**config.mk**
```make
export PLATFORM = sky130hd
export DESIGN_NAME = target_distance_kinematics_unit
export DESIGN_NICKNAME = d
export VERILOG_FILES = /design/src/rtl/tdk_pkg.sv /design/src/rtl/tdk_cfg_regs.sv /design/src/rtl/tdk_cmpsub.sv /design/src/rtl/target_distance_kinematics_unit.sv
export SDC_FILE = /design/constraint.sdc
export NUM_CORES = 2
export LEC_CHECK = 0
export BUFFER_PORTS_ARGS = -buffer_cell sky130_fd_sc_hd__buf_2
export CAP_MARGIN = 10
export CORE_ASPECT_RATIO = 0.9
export CORE_MARGIN = 1
export CORE_UTILIZATION = 27
export DETAILED_ROUTE_END_ITERATION = 12
export PLACE_DENSITY = 0.44
export SLEW_MARGIN = 0
export SYNTH_ARGS = -nofsm -noshare
export SYNTH_HDL_FRONTEND = slang
export SYNTH_HIERARCHICAL = 1
export SYNTH_SLANG_ARGS = --single-unit
```
**constraint.sdc**
```tcl
create_clock -name clk -period 29.6 [get_ports clk]
set_clock_uncertainty 0.05 [all_clocks]
set_input_delay 2.96 -clock clk [delete_from_list [all_inputs] [get_ports clk]]
set_output_delay 2.96 -clock clk [all_outputs]
set_load 0.005 [all_outputs]
```
**src/rtl/tdk_pkg.sv**
```systemverilog
// Shared types, widths and constants for the target distance kinematics unit.
`timescale 1ns / 1ps
package tdk_pkg;

  // Default parameter values
  localparam int COORD_BITS_DEF       = 12;
  localparam int FRAC_BITS_DEF        = 8;
  localparam int TICKS_PER_SECOND_DEF = 1000;

  // Fixed field widths
  localparam int DIST_W     = 21;
  localparam int STAMP_W    = 32;
  localparam int SPEED_W    = 32;
  localparam int ACCEL_W    = 48;
  localparam int BTN_W      = 8;
  localparam int CFG_COORD_W = 12;
  localparam int CFG_IDX_W  = 3;
  localparam int CFG_DATA_W = 21;

  // Shared compare/subtract unit width: 32-bit divisor plus one shifted-in bit
  localparam int UNIT_W = STAMP_W + 1;

  // Saturation limits
  localparam logic [DIST_W-1:0] DIST_MAX    = {DIST_W{1'b1}};
  localparam logic [63:0]       SPEED_MAX   = 64'h0000_0000_FFFF_FFFF;
  localparam logic [63:0]       ACC_POS_MAX = 64'h0000_7FFF_FFFF_FFFF;
  localparam logic [63:0]       ACC_NEG_MAG = 64'h0000_8000_0000_0000;

  // Configuration register indexes
  typedef enum logic [CFG_IDX_W-1:0] {
    CFG_FIX_X_EN  = 3'd0,
    CFG_FIX_X     = 3'd1,
    CFG_FIX_Y_EN  = 3'd2,
    CFG_FIX_Y     = 3'd3,
    CFG_FIXED_LIM = 3'd4
  } cfg_idx_t;

  // Configuration register set
  typedef struct packed {
    logic                   fix_x_en;
    logic [CFG_COORD_W-1:0] fix_x;
    logic                   fix_y_en;
    logic [CFG_COORD_W-1:0] fix_y;
    logic [DIST_W-1:0]      fixed_limit;
  } cfg_t;

endpackage

```
**src/rtl/tdk_cfg_regs.sv**
```systemverilog
// Configuration register file of the target distance kinematics unit.
`timescale 1ns / 1ps
module tdk_cfg_regs (
  input  logic                             clk,
  input  logic                             rst_n,
  input  logic                             cfg_valid,
  output logic                             cfg_ready,
  input  logic [tdk_pkg::CFG_IDX_W-1:0]    cfg_index,
  input  logic [tdk_pkg::CFG_DATA_W-1:0]   cfg_data,
  output tdk_pkg::cfg_t                    cfg
);
  import tdk_pkg::*;

  cfg_t cfg_r;

  // Always take writes
  assign cfg_ready = 1'b1;
  assign cfg      = cfg_r;

  // Decode index and update one register per transfer
  always_ff @(posedge clk) begin
    if (!rst_n) begin
      cfg_r <= '0;
    end else if (cfg_valid) begin
      case (cfg_idx_t'(cfg_index))
        CFG_FIX_X_EN:  cfg_r.fix_x_en    <= cfg_data[0];
        CFG_FIX_X:     cfg_r.fix_x       <= cfg_data[CFG_COORD_W-1:0];
        CFG_FIX_Y_EN:  cfg_r.fix_y_en    <= cfg_data[0];
        CFG_FIX_Y:     cfg_r.fix_y       <= cfg_data[CFG_COORD_W-1:0];
        CFG_FIXED_LIM: cfg_r.fixed_limit <= cfg_data[DIST_W-1:0];
        default: ;
      endcase
    end
  end

endmodule

```
**src/rtl/tdk_cmpsub.sv**
```systemverilog
// Shared compare-and-subtract step used by the square root and the divider.
`timescale 1ns / 1ps
module tdk_cmpsub (
  input  logic [tdk_pkg::UNIT_W-1:0] op_a,
  input  logic [tdk_pkg::UNIT_W-1:0] op_b,
  output logic                       ge,
  output logic [tdk_pkg::UNIT_W-1:0] res
);
  import tdk_pkg::*;

  logic [UNIT_W:0] diff;

  // Subtract with borrow out; keep the minuend when the trial fails
  assign diff = {1'b0, op_a} - {1'b0, op_b};
  assign ge   = ~diff[UNIT_W];
  assign res  = ge ? diff[UNIT_W-1:0] : op_a;

endmodule

```
**src/rtl/target_distance_kinematics_unit.sv**
```systemverilog
// Top level: distance to target, speed, acceleration and distance limit per sample.
`timescale 1ns / 1ps
//
//  channel | ports                                   | handshake
//  --------+-----------------------------------------+------------------------------
//  input   | in_pos_x/y, in_stamp, in_button, ...    | in_valid / in_stall
//  result  | out_dist_res ... out_button_out         | out_valid / out_stall
//  config  | cfg_index, cfg_data                     | cfg_valid / cfg_ready (always 1)
//
//  TPS_W is the bit width of TICKS_PER_SECOND (10 at the defaults).
//  A run's first sample or a zero interval skips both divisions.
//  Root (21 steps) and divisions (21 + TPS_W, 32 + TPS_W steps) share one subtract unit.
//  rst_n is synchronous, active low, and clears all kinematic state and targets.
//  A stalled result holds the sequencer at its last step; no new sample is taken meanwhile.
module target_distance_kinematics_unit #(
  parameter int COORD_BITS       = tdk_pkg::COORD_BITS_DEF,
  parameter int FRAC_BITS        = tdk_pkg::FRAC_BITS_DEF,
  parameter int TICKS_PER_SECOND = tdk_pkg::TICKS_PER_SECOND_DEF
) (
  input  logic                                clk,
  input  logic                                rst_n,
  // input channel
  input  logic                                in_valid,
  output logic                                in_stall,
  input  logic [COORD_BITS-1:0]               in_pos_x,
  input  logic [COORD_BITS-1:0]               in_pos_y,
  input  logic [tdk_pkg::STAMP_W-1:0]         in_stamp,
  input  logic [tdk_pkg::BTN_W-1:0]           in_button,
  input  logic                                in_run_start,
  // result channel
  output logic                                out_valid,
  input  logic                                out_stall,
  output logic [tdk_pkg::DIST_W-1:0]          out_dist_res,
  output logic [tdk_pkg::SPEED_W-1:0]         out_speed,
  output logic                                out_speed_ok,
  output logic signed [tdk_pkg::ACCEL_W-1:0]  out_accel,
  output logic                                out_accel_ok,
  output logic                                out_zero_interval,
  output logic                                out_target_mismatch,
  output logic [tdk_pkg::DIST_W-1:0]          out_dist_limit,
  output logic [tdk_pkg::BTN_W-1:0]           out_button_out,
  // configuration channel
  input  logic                                cfg_valid,
  output logic                                cfg_ready,
  input  logic [tdk_pkg::CFG_IDX_W-1:0]       cfg_index,
  input  logic [tdk_pkg::CFG_DATA_W-1:0]      cfg_data
);
  import tdk_pkg::*;

  localparam int TPS_W   = $clog2(TICKS_PER_SECOND + 1);
  localparam int MB      = (COORD_BITS > TPS_W) ? COORD_BITS : TPS_W;
  localparam int PW      = SPEED_W + MB;
  localparam int SUM_W   = 2 * COORD_BITS + 1;
  localparam int RAD_W   = 2 * DIST_W;
  localparam int SQ_REM_W = DIST_W + 2;
  localparam int OVF_SH  = RAD_W - 2 * FRAC_BITS;
  localparam int NW_S    = DIST_W + TPS_W;
  localparam int NW_A    = SPEED_W + TPS_W;
  localparam int CNT_W   = $clog2(NW_A + 1);
  localparam logic [MB-1:0]     TPS_K    = MB'(TICKS_PER_SECOND);
  localparam logic [DIST_W:0]   ONE_PIX  = (DIST_W + 1)'(1) << FRAC_BITS;

  typedef enum logic [13:0] {
    S_IDLE   = 14'b00000000000001,
    S_TGT    = 14'b00000000000010,
    S_MULX   = 14'b00000000000100,
    S_MULY   = 14'b00000000001000,
    S_SUM    = 14'b00000000010000,
    S_SQRT   = 14'b00000000100000,
    S_DIST   = 14'b00000001000000,
    S_SPINIT = 14'b00000010000000,
    S_SPDIV  = 14'b00000100000000,
    S_SPD    = 14'b00001000000000,
    S_ACINIT = 14'b00010000000000,
    S_ACDIV  = 14'b00100000000000,
    S_ACC    = 14'b01000000000000,
    S_DONE   = 14'b10000000000000
  } state_t;

  cfg_t cfg;

  // Control and kinematic state
  state_t                  state_r, state_nxt;
  logic                    out_valid_r;
  logic [COORD_BITS-1:0]   target_x_r, target_y_r;
  logic                    target_x_known_r, target_y_known_r;
  logic [STAMP_W-1:0]      last_stamp_r;
  logic [DIST_W-1:0]       last_dist_r;
  logic [SPEED_W-1:0]      last_speed_r;
  logic                    last_speed_ok_r;
  logic [1:0]              samples_seen_r;
  logic [DIST_W-1:0]       running_max_r;

  // Per-sample working registers
  logic [COORD_BITS-1:0]   x_r, y_r;
  logic [STAMP_W-1:0]      stamp_r;
  logic [BTN_W-1:0]        button_r;
  logic                    first_r, mismatch_r, zero_r, sp_ok_r, ac_ok_r, neg_r, ovf_r;
  logic [PW-1:0]           prod_r;
  logic [SUM_W-1:0]        acc_r;
  logic [RAD_W-1:0]        rad_r;
  logic [DIST_W-1:0]       root_r, dist_r;
  logic [STAMP_W-1:0]      rem_r, dt_r;
  logic [NW_A-1:0]         num_r, q_r;
  logic [CNT_W-1:0]        cnt_r;
  logic [SPEED_W-1:0]      speed_r;
  logic [ACCEL_W-1:0]      accel_r;

  // Output payload registers
  logic [DIST_W-1:0]       o_dist_r, o_limit_r;
  logic [SPEED_W-1:0]      o_speed_r;
  logic [ACCEL_W-1:0]      o_accel_r;
  logic                    o_sp_ok_r, o_ac_ok_r, o_zero_r, o_mis_r;
  logic [BTN_W-1:0]        o_button_r;

  // Combinational helpers
  logic [COORD_BITS-1:0]   dx, dy, fx, fy;
  logic [DIST_W-1:0]       dd, rmax_base;
  logic [STAMP_W-1:0]      dt;
  logic [SPEED_W-1:0]      spd_sat, mag;
  logic                    spd_neg;
  logic [SUM_W-1:0]        sum;
  logic [63:0]             sum64, q64;
  logic [SPEED_W-1:0]      mul_a;
  logic [MB-1:0]           mul_b;
  logic [PW-1:0]           mul_p;
  logic [UNIT_W-1:0]       u_a, u_b, u_res;
  logic                    u_ge;
  logic [ACCEL_W-1:0]      acc_mag;
  logic [DIST_W:0]         lim_sum;
  logic [DIST_W-1:0]       limit;
  logic                    out_load, last_step;

  tdk_cfg_regs u_cfg (
    .clk       (clk),
    .rst_n     (rst_n),
    .cfg_valid (cfg_valid),
    .cfg_ready (cfg_ready),
    .cfg_index (cfg_index),
    .cfg_data  (cfg_data),
    .cfg       (cfg)
  );

  tdk_cmpsub u_unit (
    .op_a (u_a),
    .op_b (u_b),
    .ge   (u_ge),
    .res  (u_res)
  );

  // Handshake outputs
  assign in_stall  = (state_r != S_IDLE);
  assign out_valid = out_valid_r;
  assign out_load  = (state_r == S_DONE) && (!out_valid_r || !out_stall);
  assign last_step = (cnt_r == CNT_W'(1));

  // Axis differences and configured targets
  assign fx = COORD_BITS'(cfg.fix_x);
  assign fy = COORD_BITS'(cfg.fix_y);
  assign dx = (x_r >= target_x_r) ? x_r - target_x_r : target_x_r - x_r;
  assign dy = (y_r >= target_y_r) ? y_r - target_y_r : target_y_r - y_r;

  // Sum of squares, widened for the overflow test and radicand
  assign sum   = acc_r + prod_r[SUM_W-1:0];
  assign sum64 = 64'(sum);

  // Interval, distance change, speed saturation and speed change
  assign dt        = (stamp_r >= last_stamp_r) ? stamp_r - last_stamp_r
                                               : last_stamp_r - stamp_r;
  assign dd        = (dist_r >= last_dist_r) ? dist_r - last_dist_r : last_dist_r - dist_r;
  assign rmax_base = first_r ? '0 : running_max_r;
  assign q64       = 64'(q_r);
  assign spd_sat   = (q64 > SPEED_MAX) ? SPEED_MAX[SPEED_W-1:0] : q_r[SPEED_W-1:0];
  assign spd_neg   = spd_sat < last_speed_r;
  assign mag       = spd_neg ? last_speed_r - spd_sat : spd_sat - last_speed_r;

  // Acceleration magnitude with saturation on each side
  always_comb begin
    if (neg_r) begin
      acc_mag = (q64 > ACC_NEG_MAG) ? ACC_NEG_MAG[ACCEL_W-1:0] : q64[ACCEL_W-1:0];
    end else begin
      acc_mag = (q64 > ACC_POS_MAX) ? ACC_POS_MAX[ACCEL_W-1:0] : q64[ACCEL_W-1:0];
    end
  end

  // Distance limit: fixed value or running maximum plus one pixel
  assign lim_sum = {1'b0, running_max_r} + ONE_PIX;
  assign limit   = (cfg.fixed_limit != '0) ? cfg.fixed_limit :
                   (lim_sum[DIST_W] ? DIST_MAX : lim_sum[DIST_W-1:0]);

  // Shared multiplier operand select
  always_comb begin
    mul_a = '0;
    mul_b = '0;
    case (state_r)
      S_MULX: begin
        mul_a = SPEED_W'(dx);
        mul_b = MB'(dx);
      end
      S_MULY: begin
        mul_a = SPEED_W'(dy);
        mul_b = MB'(dy);
      end
      S_DIST: begin
        mul_a = SPEED_W'(dd);
        mul_b = TPS_K;
      end
      S_SPD: begin
        mul_a = mag;
        mul_b = TPS_K;
      end
      default: ;
    endcase
  end
  assign mul_p = mul_a * mul_b;

  // Shared compare/subtract operand select: root trial or divisor trial
  always_comb begin
    if (state_r == S_SQRT) begin
      u_a = UNIT_W'({rem_r[SQ_REM_W-1:0], rad_r[RAD_W-1 -: 2]});
      u_b = UNIT_W'({root_r, 2'b01});
    end else begin
      u_a = {rem_r, num_r[NW_A-1]};
      u_b = UNIT_W'(dt_r);
    end
  end

  // Sequencer
  always_comb begin
    state_nxt = state_r;
    case (state_r)
      S_IDLE:   if (in_valid) state_nxt = S_TGT;
      S_TGT:    state_nxt = S_MULX;
      S_MULX:   state_nxt = S_MULY;
      S_MULY:   state_nxt = S_SUM;
      S_SUM:    state_nxt = S_SQRT;
      S_SQRT:   if (last_step) state_nxt = S_DIST;
      S_DIST: begin
        if (first_r || dt == '0) state_nxt = S_DONE;
        else                     state_nxt = S_SPINIT;
      end
      S_SPINIT: state_nxt = S_SPDIV;
      S_SPDIV:  if (last_step) state_nxt = S_SPD;
      S_SPD: begin
        if (samples_seen_r >= 2'd2 && last_speed_ok_r) state_nxt = S_ACINIT;
        else                                            state_nxt = S_DONE;
      end
      S_ACINIT: state_nxt = S_ACDIV;
      S_ACDIV:  if (last_step) state_nxt = S_ACC;
      S_ACC:    state_nxt = S_DONE;
      S_DONE:   if (out_load) state_nxt = S_IDLE;
      default:  state_nxt = S_IDLE;
    endcase
  end

  // Control and kinematic state
  always_ff @(posedge clk) begin
    if (!rst_n) begin
      state_r          <= S_IDLE;
      out_valid_r      <= 1'b0;
      target_x_r       <= '0;
      target_y_r       <= '0;
      target_x_known_r <= 1'b0;
      target_y_known_r <= 1'b0;
      last_stamp_r     <= '0;
      last_dist_r      <= '0;
      last_speed_r     <= '0;
      last_speed_ok_r  <= 1'b0;
      samples_seen_r   <= '0;
      running_max_r    <= '0;
    end else begin
      state_r <= state_nxt;

      // Hold result until taken
      if (out_load)       out_valid_r <= 1'b1;
      else if (!out_stall) out_valid_r <= 1'b0;

      // Latch targets on the first sample of a run
      if (state_r == S_TGT && first_r) begin
        if (cfg.fix_x_en) begin
          target_x_r       <= fx;
          target_x_known_r <= 1'b1;
        end else if (!target_x_known_r) begin
          target_x_r       <= x_r;
          target_x_known_r <= 1'b1;
        end
        if (cfg.fix_y_en) begin
          target_y_r       <= fy;
          target_y_known_r <= 1'b1;
        end else if (!target_y_known_r) begin
          target_y_r       <= y_r;
          target_y_known_r <= 1'b1;
        end
      end

      // Track running maximum
      if (state_r == S_DIST) begin
        running_max_r <= (dist_r > rmax_base) ? dist_r : rmax_base;
      end

      // Commit history when the result leaves
      if (out_load) begin
        last_stamp_r    <= stamp_r;
        last_dist_r     <= dist_r;
        last_speed_r    <= speed_r;
        last_speed_ok_r <= sp_ok_r;
        if (first_r)                    samples_seen_r <= 2'd1;
        else if (samples_seen_r != 2'd2) samples_seen_r <= samples_seen_r + 2'd1;
      end
    end
  end

  // Datapath working registers
  always_ff @(posedge clk) begin
    case (state_r)
      S_IDLE: begin
        if (in_valid) begin
          x_r        <= in_pos_x;
          y_r        <= in_pos_y;
          stamp_r    <= in_stamp;
          button_r   <= in_button;
          first_r    <= in_run_start || (samples_seen_r == 2'd0);
          mismatch_r <= 1'b0;
          zero_r     <= 1'b0;
          sp_ok_r    <= 1'b0;
          ac_ok_r    <= 1'b0;
          speed_r    <= '0;
          accel_r    <= '0;
        end
      end
      S_TGT: begin
        if (first_r) begin
          mismatch_r <= (!cfg.fix_x_en && target_x_known_r && target_x_r != x_r) ||
                        (!cfg.fix_y_en && target_y_known_r && target_y_r != y_r);
        end
      end
      S_MULX: prod_r <= mul_p;
      S_MULY: begin
        acc_r  <= prod_r[SUM_W-1:0];
        prod_r <= mul_p;
      end
      S_SUM: begin
        ovf_r  <= (sum64 >> OVF_SH) != 64'd0;
        rad_r  <= RAD_W'(sum64 << (2 * FRAC_BITS));
        root_r <= '0;
        rem_r  <= '0;
        cnt_r  <= CNT_W'(DIST_W);
      end
      S_SQRT: begin
        // One root digit per cycle
        rem_r  <= u_res[STAMP_W-1:0];
        root_r <= {root_r[DIST_W-2:0], u_ge};
        rad_r  <= rad_r << 2;
        cnt_r  <= cnt_r - CNT_W'(1);
        if (last_step) dist_r <= ovf_r ? DIST_MAX : {root_r[DIST_W-2:0], u_ge};
      end
      S_DIST: begin
        dt_r   <= dt;
        prod_r <= mul_p;
        if (!first_r && dt == '0) zero_r <= 1'b1;
      end
      S_SPINIT: begin
        num_r <= NW_A'(prod_r[NW_S-1:0]) << (NW_A - NW_S);
        q_r   <= '0;
        rem_r <= '0;
        cnt_r <= CNT_W'(NW_S);
      end
      S_SPDIV, S_ACDIV: begin
        // One quotient bit per cycle
        rem_r <= u_res[STAMP_W-1:0];
        q_r   <= {q_r[NW_A-2:0], u_ge};
        num_r <= num_r << 1;
        cnt_r <= cnt_r - CNT_W'(1);
      end
      S_SPD: begin
        speed_r <= spd_sat;
        sp_ok_r <= 1'b1;
        neg_r   <= spd_neg;
        prod_r  <= mul_p;
      end
      S_ACINIT: begin
        num_r <= prod_r[NW_A-1:0];
        q_r   <= '0;
        rem_r <= '0;
        cnt_r <= CNT_W'(NW_A);
      end
      S_ACC: begin
        accel_r <= neg_r ? ACCEL_W'(0) - acc_mag : acc_mag;
        ac_ok_r <= 1'b1;
      end
      default: ;
    endcase
  end

  // Output payload registers
  always_ff @(posedge clk) begin
    if (out_load) begin
      o_dist_r   <= dist_r;
      o_speed_r  <= speed_r;
      o_sp_ok_r  <= sp_ok_r;
      o_accel_r  <= accel_r;
      o_ac_ok_r  <= ac_ok_r;
      o_zero_r   <= zero_r;
      o_mis_r    <= mismatch_r;
      o_limit_r  <= limit;
      o_button_r <= button_r;
    end
  end

  assign out_dist_res        = o_dist_r;
  assign out_speed           = o_speed_r;
  assign out_speed_ok        = o_sp_ok_r;
  assign out_accel           = o_accel_r;
  assign out_accel_ok        = o_ac_ok_r;
  assign out_zero_interval   = o_zero_r;
  assign out_target_mismatch = o_mis_r;
  assign out_dist_limit      = o_limit_r;
  assign out_button_out      = o_button_r;

endmodule
```
==> flow_summary.ini <==
[sta]
min_period_ns = 13.47
finalHoldViolations = 0
rsz0062_at_grt = no
slew_headroom = 0.2164
min_period_over_period = 0.4551
fmaxAchievable_mhz = 74.23
slew_viol_final = 0
setup_tns_ns = 0
whs_ns = 0.3506
worstMarginPinSlew_ns = 1.166
final-setup-viol-count = 0

[layout]
nNetsFinal = 6662
nFillCells = 21080
final_cell_mix = nand2_1, inv_1, edfxtp_1
fin_cells = 8653
final_common_cell = nand2_1
drive_gt1_frac = 0.08955
area_growth_pct = 13.53

[global_route]
grt_pass1_vias = 40670
grt_pass1_wl_um = 251400
grt_max_degree = 104
antenna_found_initial = 7
grtUsageTotal = 0.1586
gr-total-overflow = 0

[setup_path]
crit_path_start_kind = flip-flop
crit_slowest_cell = or3_2
crit_fanout = 51
cpPeakStageDelay_ns = 0.83
critPathCaptureType = flip-flop
critPathKind = flip-flop to flip-flop
cp.required_ns = 30.02
worst_ep_arrival_time_ns = 13.90

[route]
drt_iter0_markers = 2754
drc_errors = 0
vias = 40470
drt_first_pass_iters = 7
drtAntennaViolNets = 0
wire_per_inst_um = 18.85
routed_wl_um = 163100
vias_per_cell = 4.676

[hold_path]
hp-class = flip-flop to flip-flop

[clocking]
clock_latency_ns = 0.74
cts-buffers-inserted = 89
path_clk_slew_ns = 0.06
cts_tree = built
cts_resized = 0
postCtsHoldBufs = 0
h-tree-depth = 3
root_buffer = clkbuf_16
clock_sinks = 769
cts_max_path_buffers = 3
post_cts_buffers = 0

[power_and_ir_drop]
p_total_uw = 3040
p_per_area_nw_per_um2 = 49.02
vdd_drop_max_v = 0.00004082
leakage_uw = 0.02569

[job]
drv_cap = 0

[synth]
avgSynthCellArea_um2 = 9.693
synth_area_um2 = 54620
synth_cells = 5635
ys_warn_count = 6

[floorplan]
start_util = 0.2720
die_area_um2 = 204100
chipHeight_um = 428.7
core-area_um2 = 200800
io_pins = 231
fp-row-count = 156
die_x_um = 476.1

[outcome]
status = completed

[placed_design]
gp_congestion = 0.8795
dp_hpwl_um = 125000
io_buffers = 229
place_inst = 8482
report_power, final:
part | leakage [µW] | total (µW) | internal [µW] | switching [µW]
clock network | 0.00143 | 1140 | 638 | 499
logic | 0.0174 | 655 | 253 | 402
registers | 0.00689 | 1250 | 1220 | 22.9
total | 0.0257 | 3040 | 2120 | 924
per-layer routing:
layer / GRT usage / share of wire
met4: 0.03806 / 0.023
met3: 0.02225 / 0.039
met2: 0.2587 / 0.46
met1: 0.2199 / 0.47
met5: 0 / 0
per-stage QoR:
step                  util  cell area [µm²]  setup slack (ns)
floorplan                -            55060             18.71
global placement    0.2941            59060             16.47
detailed placement  0.2941            59060             16.31
CTS                 0.3087            62000             16.28
global route        0.3087            62010             15.24
finish              0.3087            62010             16.13
critical path, delay by kind of cell, from the launching register on:
family | cells | cell delay (ns)
AOI/OAI and AO/OA | 14 | 4.76
xor gates and xnor gates | 2 | 0.32
adders and majority gates | 7 | 3.28
buffers and inverters | 6 | 0.77
DFF | 1 | 0.47
muxes | 1 | 0.19
and+or+nand+nor | 9 | 3.32
cell type report:
class                           instances  area (µm²)  share of cell area
Timing Repair Buffer                  294        1634             0.02635
Tap cell                             2686        3361             0.05420
Multi-Input combinational cell       4029       30290              0.4884
Antenna cell                            4       10.01           0.0001614
Clock buffer                          123        2446             0.03945
Sequential cell                       769       21130              0.3408
Clock inverter                         44       493.0            0.007950
Inverter                              704        2650             0.04274
final timing paths:
kind | depth (start not counted) | from | slack, ns | endpoint
worst min register to register | 0 | button_r[1] | 0.35 | out_button_out[1]
worst min-delay path | 0 | button_r[1] | 0.35 | out_button_out[1]
worst max-delay path | 39 | q_r[33] | 16.13 | prod_r[40]
worst max register to register | 39 | q_r[33] | 16.13 | prod_r[40]
state kept, by name, summed over array words and instances (netlist names), 25 cells and up:
signal        cells
acc_r            25
accel_r          48
dt_r             32
last_speed_r     32
last_stamp_r     32
num_r            42
out_accel        48
out_speed        32
prod_r           42
q_r              42
rad_r            26
rem_r            32
speed_r          32
stamp_r          32
u_cfg/cfg        47
Note: power is estimated with default switching activity, not from simulation.
